--- src/hw/rtl/sws_pkg.sv ---
// Shared types and codes for the shell word splitter.
// Used by sws_decode and shell_word_splitter_unit; no dependencies.
package sws_pkg;

    localparam int MAX_RESULTS = 4;
    localparam int CNT_W       = $clog2(MAX_RESULTS + 1);

    typedef logic [1:0] kind_t;
    typedef logic [2:0] mode_t;

    localparam kind_t KIND_BYTE = 2'd0;
    localparam kind_t KIND_END  = 2'd1;
    localparam kind_t KIND_DONE = 2'd2;

    localparam mode_t MODE_UNQ     = 3'd0;
    localparam mode_t MODE_SQ      = 3'd1;
    localparam mode_t MODE_DQ      = 3'd2;
    localparam mode_t MODE_UNQ_ESC = 3'd3;
    localparam mode_t MODE_SQ_ESC  = 3'd4;
    localparam mode_t MODE_DQ_ESC  = 3'd5;
    localparam mode_t MODE_STOP    = 3'd6;

    typedef struct packed {
        kind_t      kind;
        logic [7:0] data;
        logic       qerr;
        logic       last;
    } result_t;

    typedef struct packed {
        result_t [MAX_RESULTS-1:0] slot;
        logic [CNT_W-1:0]          count;
        mode_t                     next_mode;
        logic                      next_open;
    } step_t;

endpackage

--- src/hw/rtl/sws_if.sv ---
// Valid/ready channel interfaces for the shell word splitter.
// Input request channel and result channel; no dependencies.
interface sws_in_if;
    logic       valid;
    logic       ready;
    logic [7:0] char_in;
    logic       is_final;

    modport source (output valid, output char_in, output is_final, input ready);
    modport sink   (input valid, input char_in, input is_final, output ready);
endinterface

interface sws_out_if;
    logic       valid;
    logic       ready;
    logic [1:0] result_kind;
    logic [7:0] result_byte;
    logic       quote_error;
    logic       run_end;

    modport source (output valid, output result_kind, output result_byte,
                    output quote_error, output run_end, input ready);
    modport sink   (input valid, input result_kind, input result_byte,
                    input quote_error, input run_end, output ready);
endinterface

--- src/hw/rtl/sws_decode.sv ---
// Combinational decode of one byte against the scanner state.
// Depends on sws_pkg; produces up to four results and the next state.
module sws_decode (
    input  sws_pkg::mode_t mode,
    input  logic           word_open,
    input  logic [7:0]     char_in,
    input  logic           is_final,
    output sws_pkg::step_t step
);
    import sws_pkg::*;

    localparam logic [7:0] CH_SQUOTE = 8'h27;
    localparam logic [7:0] CH_DQUOTE = 8'h22;
    localparam logic [7:0] CH_BSLASH = 8'h5C;
    localparam logic [7:0] CH_HASH   = 8'h23;
    localparam logic [7:0] CH_SPACE  = 8'h20;
    localparam logic [7:0] CH_HT     = 8'h09;
    localparam logic [7:0] CH_LF     = 8'h0A;
    localparam logic [7:0] CH_VT     = 8'h0B;
    localparam logic [7:0] CH_FF     = 8'h0C;
    localparam logic [7:0] CH_CR     = 8'h0D;
    localparam logic [7:0] CH_LC_C   = 8'h63;
    localparam logic [7:0] CH_LC_F   = 8'h66;
    localparam logic [7:0] CH_LC_N   = 8'h6E;
    localparam logic [7:0] CH_LC_R   = 8'h72;
    localparam logic [7:0] CH_LC_T   = 8'h74;
    localparam logic [7:0] CH_LC_V   = 8'h76;
    localparam logic [7:0] CH_UNDER  = 8'h5F;

    logic [1:0] b_cnt;
    logic [7:0] b0;
    logic [7:0] b1;
    logic       mid_close;
    mode_t      mode_n;
    logic       open_n;
    logic       is_space;
    logic       in_dq;
    logic       qerr;

    assign is_space = (char_in == CH_SPACE) || (char_in == CH_HT) || (char_in == CH_LF) ||
                      (char_in == CH_CR) || (char_in == CH_VT) || (char_in == CH_FF);
    assign in_dq = (mode == MODE_DQ_ESC);

    always_comb
    begin
        b_cnt     = 2'd0;
        b0        = char_in;
        b1        = char_in;
        mid_close = 1'b0;
        mode_n    = mode;
        case (mode)
            MODE_UNQ:
            begin
                if (char_in == CH_SQUOTE)
                    mode_n = MODE_SQ;
                else if (char_in == CH_DQUOTE)
                    mode_n = MODE_DQ;
                else if (char_in == CH_BSLASH)
                begin
                    if (is_final)
                        b_cnt = 2'd1;
                    else
                        mode_n = MODE_UNQ_ESC;
                end
                else if (is_space)
                    mid_close = word_open;
                else if (char_in == CH_HASH && !word_open)
                    mode_n = MODE_STOP;
                else
                    b_cnt = 2'd1;
            end
            MODE_SQ:
            begin
                if (char_in == CH_BSLASH)
                begin
                    if (is_final)
                        b_cnt = 2'd1;
                    else
                        mode_n = MODE_SQ_ESC;
                end
                else if (char_in == CH_SQUOTE)
                    mode_n = MODE_UNQ;
                else
                    b_cnt = 2'd1;
            end
            MODE_DQ:
            begin
                if (char_in == CH_DQUOTE)
                    mode_n = MODE_UNQ;
                else if (char_in == CH_BSLASH)
                begin
                    if (is_final)
                        b_cnt = 2'd1;
                    else
                        mode_n = MODE_DQ_ESC;
                end
                else
                    b_cnt = 2'd1;
            end
            MODE_UNQ_ESC, MODE_DQ_ESC:
            begin
                mode_n = in_dq ? MODE_DQ : MODE_UNQ;
                b_cnt  = 2'd1;
                case (char_in)
                    CH_LC_C:
                    begin
                        if (in_dq)
                        begin
                            b_cnt = 2'd2;
                            b0    = CH_BSLASH;
                        end
                        else
                        begin
                            b_cnt  = 2'd0;
                            mode_n = MODE_STOP;
                        end
                    end
                    CH_LC_F: b0 = CH_FF;
                    CH_LC_N: b0 = CH_LF;
                    CH_LC_R: b0 = CH_CR;
                    CH_LC_T: b0 = CH_HT;
                    CH_LC_V: b0 = CH_VT;
                    CH_UNDER:
                    begin
                        if (in_dq)
                            b0 = CH_SPACE;
                        else
                        begin
                            b_cnt     = 2'd0;
                            mid_close = word_open;
                        end
                    end
                    default: ;
                endcase
            end
            MODE_SQ_ESC:
            begin
                // only a quote or backslash is escaped; otherwise keep the backslash
                mode_n = MODE_SQ;
                b_cnt  = 2'd1;
                if (char_in != CH_SQUOTE && char_in != CH_BSLASH)
                begin
                    b_cnt = 2'd2;
                    b0    = CH_BSLASH;
                end
            end
            default: ;
        endcase
    end

    assign open_n = mid_close ? 1'b0 : ((b_cnt != 2'd0) ? 1'b1 : word_open);
    assign qerr = (mode_n == MODE_SQ) || (mode_n == MODE_DQ) ||
                  (mode_n == MODE_SQ_ESC) || (mode_n == MODE_DQ_ESC);

    always_comb
    begin
        logic [CNT_W-1:0] idx;
        step.slot = '0;
        idx       = '0;
        if (b_cnt != 2'd0)
        begin
            step.slot[0] = '{kind: KIND_BYTE, data: b0, qerr: 1'b0, last: 1'b0};
            if (b_cnt == 2'd2)
                step.slot[1] = '{kind: KIND_BYTE, data: b1, qerr: 1'b0, last: 1'b0};
            idx = CNT_W'(b_cnt);
        end
        if (mid_close)
        begin
            step.slot[idx[1:0]] = '{kind: KIND_END, data: 8'h00, qerr: 1'b0, last: 1'b0};
            idx = idx + 1'b1;
        end
        if (is_final)
        begin
            if (open_n)
            begin
                step.slot[idx[1:0]] = '{kind: KIND_END, data: 8'h00, qerr: 1'b0, last: 1'b0};
                idx = idx + 1'b1;
            end
            step.slot[idx[1:0]] = '{kind: KIND_DONE, data: 8'h00, qerr: qerr, last: 1'b0};
            idx = idx + 1'b1;
        end
        if (idx != '0)
            step.slot[2'(idx - 1'b1)].last = 1'b1;
        step.count     = idx;
        step.next_mode = is_final ? MODE_UNQ : mode_n;
        step.next_open = is_final ? 1'b0 : open_n;
    end

endmodule

--- src/hw/rtl/shell_word_splitter_unit.sv ---
// Shell word splitter: top level with input register, decode and result queue.
// Depends on sws_pkg, sws_if (sws_in_if, sws_out_if) and sws_decode.
//
// One byte request is taken per cycle unless the input register is stalled. A
// taken byte is held in the input register, decoded against the quote/escape
// state, and its zero to four results are pushed at once into a FIFO_DEPTH-entry
// result queue, which the result channel drains at one result per cycle while
// the consumer is ready. The input register advances only while the queue has
// room for four results, so sustained rate is one byte per cycle when the
// consumer is ready and bytes make one result each; bytes that make two to four
// results (escape pairs, word close at the end of a string, the done item) lower
// it. No clearing after reset.
module shell_word_splitter_unit #(
    parameter int FIFO_DEPTH = 8
) (
    input logic       clk,
    input logic       rst_n,
    sws_in_if.sink    char_chan,
    sws_out_if.source result_chan
);
    import sws_pkg::*;

    localparam int PTR_W = $clog2(FIFO_DEPTH);
    localparam int CNT_Q = $clog2(FIFO_DEPTH + 1);

    logic             in_vld_reg;
    logic [7:0]       char_reg;
    logic             fin_reg;
    mode_t            mode_reg;
    logic             word_open_reg;
    step_t            dec;
    logic             advance;
    logic             pop;
    logic [CNT_Q-1:0] push;
    logic [CNT_Q-1:0] count_reg;
    logic [CNT_Q-1:0] count_next;
    logic [PTR_W-1:0] wr_ptr_reg;
    logic [PTR_W-1:0] rd_ptr_reg;
    result_t          fifo_mem [FIFO_DEPTH];
    result_t          head;

    sws_decode u_decode (
        .mode      (mode_reg),
        .word_open (word_open_reg),
        .char_in   (char_reg),
        .is_final  (fin_reg),
        .step      (dec)
    );

    assign advance = in_vld_reg && (count_reg <= CNT_Q'(FIFO_DEPTH - MAX_RESULTS));
    assign char_chan.ready = !in_vld_reg || advance;
    assign pop = result_chan.valid && result_chan.ready;
    assign push = advance ? CNT_Q'(dec.count) : '0;
    assign count_next = count_reg + push - CNT_Q'(pop);

    always_ff @(posedge clk or negedge rst_n)
    begin
        if (!rst_n)
        begin
            in_vld_reg    <= 1'b0;
            mode_reg      <= MODE_UNQ;
            word_open_reg <= 1'b0;
            count_reg     <= '0;
            wr_ptr_reg    <= '0;
            rd_ptr_reg    <= '0;
        end
        else
        begin
            if (char_chan.ready)
                in_vld_reg <= char_chan.valid;
            if (advance)
            begin
                mode_reg      <= dec.next_mode;
                word_open_reg <= dec.next_open;
            end
            count_reg  <= count_next;
            wr_ptr_reg <= wr_ptr_reg + PTR_W'(push);
            if (pop)
                rd_ptr_reg <= rd_ptr_reg + 1'b1;
        end
    end

    always_ff @(posedge clk)
    begin
        if (char_chan.valid && char_chan.ready)
        begin
            char_reg <= char_chan.char_in;
            fin_reg  <= char_chan.is_final;
        end
        for (int k = 0; k < MAX_RESULTS; k++)
        begin
            if (advance && (CNT_W'(k) < dec.count))
                fifo_mem[wr_ptr_reg + PTR_W'(k)] <= dec.slot[k];
        end
    end

    assign head = fifo_mem[rd_ptr_reg];
    assign result_chan.valid       = (count_reg != '0);
    assign result_chan.result_kind = head.kind;
    assign result_chan.result_byte = head.data;
    assign result_chan.quote_error = head.qerr;
    assign result_chan.run_end     = head.last;

    a_count_bound: assert property (@(posedge clk) disable iff (!rst_n)
        count_reg <= CNT_Q'(FIFO_DEPTH))
        else $error("result queue overfilled");

    a_final_resets: assert property (@(posedge clk) disable iff (!rst_n)
        advance && fin_reg |=> (mode_reg == MODE_UNQ) && !word_open_reg)
        else $error("state not reset after final byte");

    a_done_last: assert property (@(posedge clk) disable iff (!rst_n)
        result_chan.valid && (result_chan.result_kind == KIND_DONE) |-> result_chan.run_end)
        else $error("done result not marked as last");

    a_qerr_done_only: assert property (@(posedge clk) disable iff (!rst_n)
        result_chan.valid && (result_chan.result_kind != KIND_DONE) |-> !result_chan.quote_error)
        else $error("quote error outside done result");

endmodule

--- src/flat_wrapper.sv ---
// flat-port wrapper written by rule: the top's interface ports become plain ports
module shell_word_splitter_unit_flat import sws_pkg::*;
#(
    parameter int FIFO_DEPTH = 8
)
  (clk, rst_n, char_chan_valid, char_chan_char_in, char_chan_is_final, char_chan_ready, result_chan_valid, result_chan_result_kind, result_chan_result_byte, result_chan_quote_error, result_chan_run_end, result_chan_ready);
  sws_in_if char_chan_i ();
  sws_out_if result_chan_i ();
  input logic clk;
  input logic rst_n;
  input wire logic [$bits(char_chan_i.valid)-1:0] char_chan_valid;
  input wire logic [$bits(char_chan_i.char_in)-1:0] char_chan_char_in;
  input wire logic [$bits(char_chan_i.is_final)-1:0] char_chan_is_final;
  output wire logic [$bits(char_chan_i.ready)-1:0] char_chan_ready;
  output wire logic [$bits(result_chan_i.valid)-1:0] result_chan_valid;
  output wire logic [$bits(result_chan_i.result_kind)-1:0] result_chan_result_kind;
  output wire logic [$bits(result_chan_i.result_byte)-1:0] result_chan_result_byte;
  output wire logic [$bits(result_chan_i.quote_error)-1:0] result_chan_quote_error;
  output wire logic [$bits(result_chan_i.run_end)-1:0] result_chan_run_end;
  input wire logic [$bits(result_chan_i.ready)-1:0] result_chan_ready;
  assign char_chan_i.valid = char_chan_valid;
  assign char_chan_i.char_in = char_chan_char_in;
  assign char_chan_i.is_final = char_chan_is_final;
  assign char_chan_ready = char_chan_i.ready;
  assign result_chan_valid = result_chan_i.valid;
  assign result_chan_result_kind = result_chan_i.result_kind;
  assign result_chan_result_byte = result_chan_i.result_byte;
  assign result_chan_quote_error = result_chan_i.quote_error;
  assign result_chan_run_end = result_chan_i.run_end;
  assign result_chan_i.ready = result_chan_ready;
  shell_word_splitter_unit #(.FIFO_DEPTH(FIFO_DEPTH)) u_core (.clk(clk), .rst_n(rst_n), .char_chan(char_chan_i), .result_chan(result_chan_i));
endmodule
--- config.mk ---
export PLATFORM = sky130hd
export DESIGN_NAME = shell_word_splitter_unit_flat
export DESIGN_NICKNAME = d
export VERILOG_FILES = /design/src/hw/rtl/sws_pkg.sv /design/src/hw/rtl/sws_if.sv /design/src/hw/rtl/sws_decode.sv /design/src/hw/rtl/shell_word_splitter_unit.sv /design/src/flat_wrapper.sv
export SDC_FILE = /design/constraint.sdc
export NUM_CORES = 1
export LEC_CHECK = 0
export BUFFER_PORTS_ARGS = -buffer_cell sky130_fd_sc_hd__buf_2
export CAP_MARGIN = 20
export CORE_ASPECT_RATIO = 2
export CORE_UTILIZATION = 30
export CTS_CLUSTER_SIZE = 20
export DETAILED_ROUTE_END_ITERATION = 8
export GPL_TIMING_DRIVEN = 0
export PLACE_DENSITY = 0.51
export SYNTH_ARGS = -nofsm -noshare
export SYNTH_HDL_FRONTEND = slang
export SYNTH_SLANG_ARGS = --single-unit
--- constraint.sdc ---
create_clock -name clk -period 6.6 [get_ports clk]
set_input_delay 1.32 -clock clk [delete_from_list [all_inputs] [get_ports clk]]
set_output_delay 1.32 -clock clk [all_outputs]
set_load 0.05 [all_outputs]
==> results.md <==
* Synth area leaders: sky130_fd_sc_hd__edfxtp_1, sky130_fd_sc_hd__mux2i_1, sky130_fd_sc_hd__mux4_2
* Worst Path Arrival at 6560 ps
* Critical path required time at 6850 ps
* Leading post-synthesis cells by instance count: sky130_fd_sc_hd__nor2_1, sky130_fd_sc_hd__edfxtp_1, sky130_fd_sc_hd__mux2i_1
* # port buffers at 26
* Final core utilization at 35.6%
* Number of placement rows at 87
* Area enclosed by the die boundary at 0.0293 mm2
* Nature of the critical path startpoint: flop
* Cell area after layout at 0.0101 mm2
* Count of TritonRoute iterations in the first routing pass at 6
* Run status: complete, no violations
* Die height at 241 um
* Vias in the first global route at 7179
* Clock latency on the worst-skew pair at 440 ps
* Detailed placement HPWL at 24000 um
* Grt total ovfl at 0
* TritonCTS clock tree: yes
* Met3 wire len at 1070 um
* Total setup violations reported at the end of the flow at 0
* Most frequent cell after synthesis: sky130_fd_sc_hd__nor2_1
* Final Max Tran Viols at 0
* Clock buffer depth at 2
* Global-route usage over all layers at 22.3%
* Routed length on met2 at 17500 um
* Setup CP Type: reg2reg
* Mapped Nets at 855
* Leakage at 3.57 nW
* Placement Cell Area at 0.00928 mm2
* Share of the cycle needed by the critical path after routing at 95.7%
* Ys async rst share at 12.5%
* Final Hold Slack at 556 ps
* Total vias in the final route at 7003
* Cell count of the worst hold path at 1
* Least-Margin Pin Slew at 1010 ps
* Area share of the largest cell type after synthesis at 36.7%
* Reg2reg end: u_core.fifo_mem[1][11]
* Number of clock sinks seen by CTS at 120
* Sequential fraction of the synthesis area at 41.1%
* Startpoint of the lowest-slack register-to-register path: u_core.char_reg[5]
* Worst relative slew slack at 32.0%
* Horiz. Die Dim at 122 um
* Number of nets at the end of the flow at 915
* Clock input transition at the sequential cells of the worst setup and hold paths at 60 ps
* Wire length per cell after detailed routing at 24.9 um
* Register-to-Register Path Depth at 21
* Count of antenna-violating nets left after detailed routing at 0
* Share of layout cells above drive strength 1 at 20.2%
* Antenna diode instance count at 0
* Flip-flop count of the largest register after layout at 96
* Total length of routed wires at 31000 um
* Routed met1 length at 9800 um
* Critical Path Fanout Max at 10
* Antenna violations before repair at 0
* FF-to-FF setup slack at 280 ps
* Final routed DRC violation total at 0
* Max Cap Violations at 0
* Final total negative setup slack at 0 ps
* Most common flop cell mapped by yosys: sky130_fd_sc_hd__edfxtp_1
* RD Place Congestion at 0.988
* Worst clock skew at 9.59 ps
* Number of flops mapped to enable cells by yosys at 105
* Worst-case hold path end point: u_core.count_reg[0]
* Via density per instance at 5.62
* Crit path time final at 6320 ps
* Depth of the CTS H-tree at 4
* Post-synth top area cell: sky130_fd_sc_hd__edfxtp_1
* Hold crit path type: reg2reg
* Total CTS buffers at 17
* Kind of end point of the critical path: flop
* Distinct cell type count of the synthesized netlist at 86
* Per-instance average area after synthesis at 10.5 um2
* Buffer type at the clock tree root: sky130_fd_sc_hd__clkbuf_16
* Wire length of the first global-routing pass at 46100 um
* Post-synthesis sequential element count at 120
* Final Total Pwr at 5.35 mW
* CTS hold repair buffers at 0
* Initial drt markers at 419
* Post-synth design cell area at 0.00859 mm2
* Largest net degree at the start of global routing at 17
* RSZ-0062 raised after global routing: true
* Post-synthesis cell count at 816
* Peak supply drop at 0.198 mV
* Yosys warns at 0
* Area inside the core boundary at 0.0282 mm2
* Area growth from synthesis to layout at 17.0%
* Pwr dens at 532 mW/mm2
* Max layer used: met4
* Starting Density at 30.5%
* Max Clock Freq at 158 MHz
* IO Pins at 27
* Final Hold Violating Endpoints at 0
* HP Start: u_core.count_reg[0]
-- critical path, stage by stage, from the launching register on --
cell and delay [ps]:
sky130_fd_sc_hd__edfxtp_1 530, sky130_fd_sc_hd__nor2b_1 260, sky130_fd_sc_hd__a2bb2o_1 310, sky130_fd_sc_hd__a21oi_1 520, sky130_fd_sc_hd__and3_1 300, sky130_fd_sc_hd__nor2_2 80, sky130_fd_sc_hd__ha_1 290, sky130_fd_sc_hd__nand2_1 100
sky130_fd_sc_hd__o22ai_1 260, sky130_fd_sc_hd__ha_1 200, sky130_fd_sc_hd__inv_1 40, sky130_fd_sc_hd__ha_1 310, sky130_fd_sc_hd__nor4bb_1 160, sky130_fd_sc_hd__a21oi_2 250, sky130_fd_sc_hd__nor2b_1 70, sky130_fd_sc_hd__a31oi_1 270
sky130_fd_sc_hd__nand4_1 280, sky130_fd_sc_hd__clkbuf_4 340, sky130_fd_sc_hd__a311oi_4 520, sky130_fd_sc_hd__mux2i_1 550, sky130_fd_sc_hd__o211ai_1 200, sky130_fd_sc_hd__a21oi_1 270
-- power breakdown --
group	leakage, nW	total [mW]	internal, mW	switching, mW
clock	0.323	1.10	0.714	0.382
sequential	1.15	1.33	1.23	0.0962
combinational	2.10	2.93	0.965	1.96
total	3.57	5.35	2.91	2.44
-- timing repair --
item                       CTS  global route
setup buffers                0             5
pin swaps                    0             2
gates cloned                 0             0
resized for setup            1             9
setup endpoints to repair   16           127
-- cell usage in the layout, fill, tap and decap left out, drive strengths merged, types with 8 or more instances in the layout --
cell    count
nor4        8
o22ai      15
mux4       24
mux2       24
a21oi      33
o21ai      27
xnor2      10
buf        74
clkbuf     39
edfxtp    105
and2       17
nand2      57
nor2      110
a21o       11
nor3       19
a31oi       9
dfrtp      15
mux2i      68
ha         24
nand3      16
a211oi     13
inv        36
-- logic make-up (layout without fill, tap and decap cells) --
family | count (synthesis) | in the layout | synth area share (%)
compound gates | 173 | 173 | 15.2
xor+xnor | 17 | 17 | 1.73
fa+ha+maj | 26 | 26 | 3.96
buf+inv | 85 | 158 | 4.72
flops | 120 | 120 | 41.1
mux | 116 | 116 | 17.4
simple gates | 279 | 279 | 15.9
-- layout make-up --
cell class                      instances  area (um2)
Buffer                                 53         288
Clock buffer                           19         433
Clock inverter                         13         240
Fill cell                            2799       18100
Inverter                               32         120
Multi-Input combinational cell        611        4730
Sequential cell                       120        3530
Tap cell                              356         445
Timing Repair Buffer                   41         270
-- metal layers --
layer	vias to the layer above	global-route usage [%]
met5	-	0
met4	0	16.9
met3	123	3.04
met2	257	43.7
met1	3415	20.1
li1	3208	-
-- worst max path at each step --
stage	startpoint	to	slack, ps	cells after the start
2_1_floorplan	u_core.char_reg[0]	u_core.fifo_mem[0][0]	1190	21
3_3_place_gp	u_core.char_reg[7]	u_core.fifo_mem[2][7]	-820	19
3_5_place_dp	u_core.char_reg[7]	u_core.fifo_mem[5][7]	10	20
4_1_cts	u_core.char_reg[5]	u_core.fifo_mem[5][8]	30	18
5_1_grt	u_core.char_reg[5]	u_core.fifo_mem[6][7]	-40	21
6_report	u_core.char_reg[5]	u_core.fifo_mem[1][11]	280	21
-- metrics by stage --
| step | worst slack [ps] | instances |
|---|---|---|
| CTS | 34.1 | 1238 |
| finish | 284 | 1245 |
| floorplan | 1190 | 816 |
| global placement | -818 | 1198 |
| global route | -44.9 | 1245 |
| detailed placement | 12.9 | 1206 |
No activity file was read; power rests on OpenSTA's default activity.
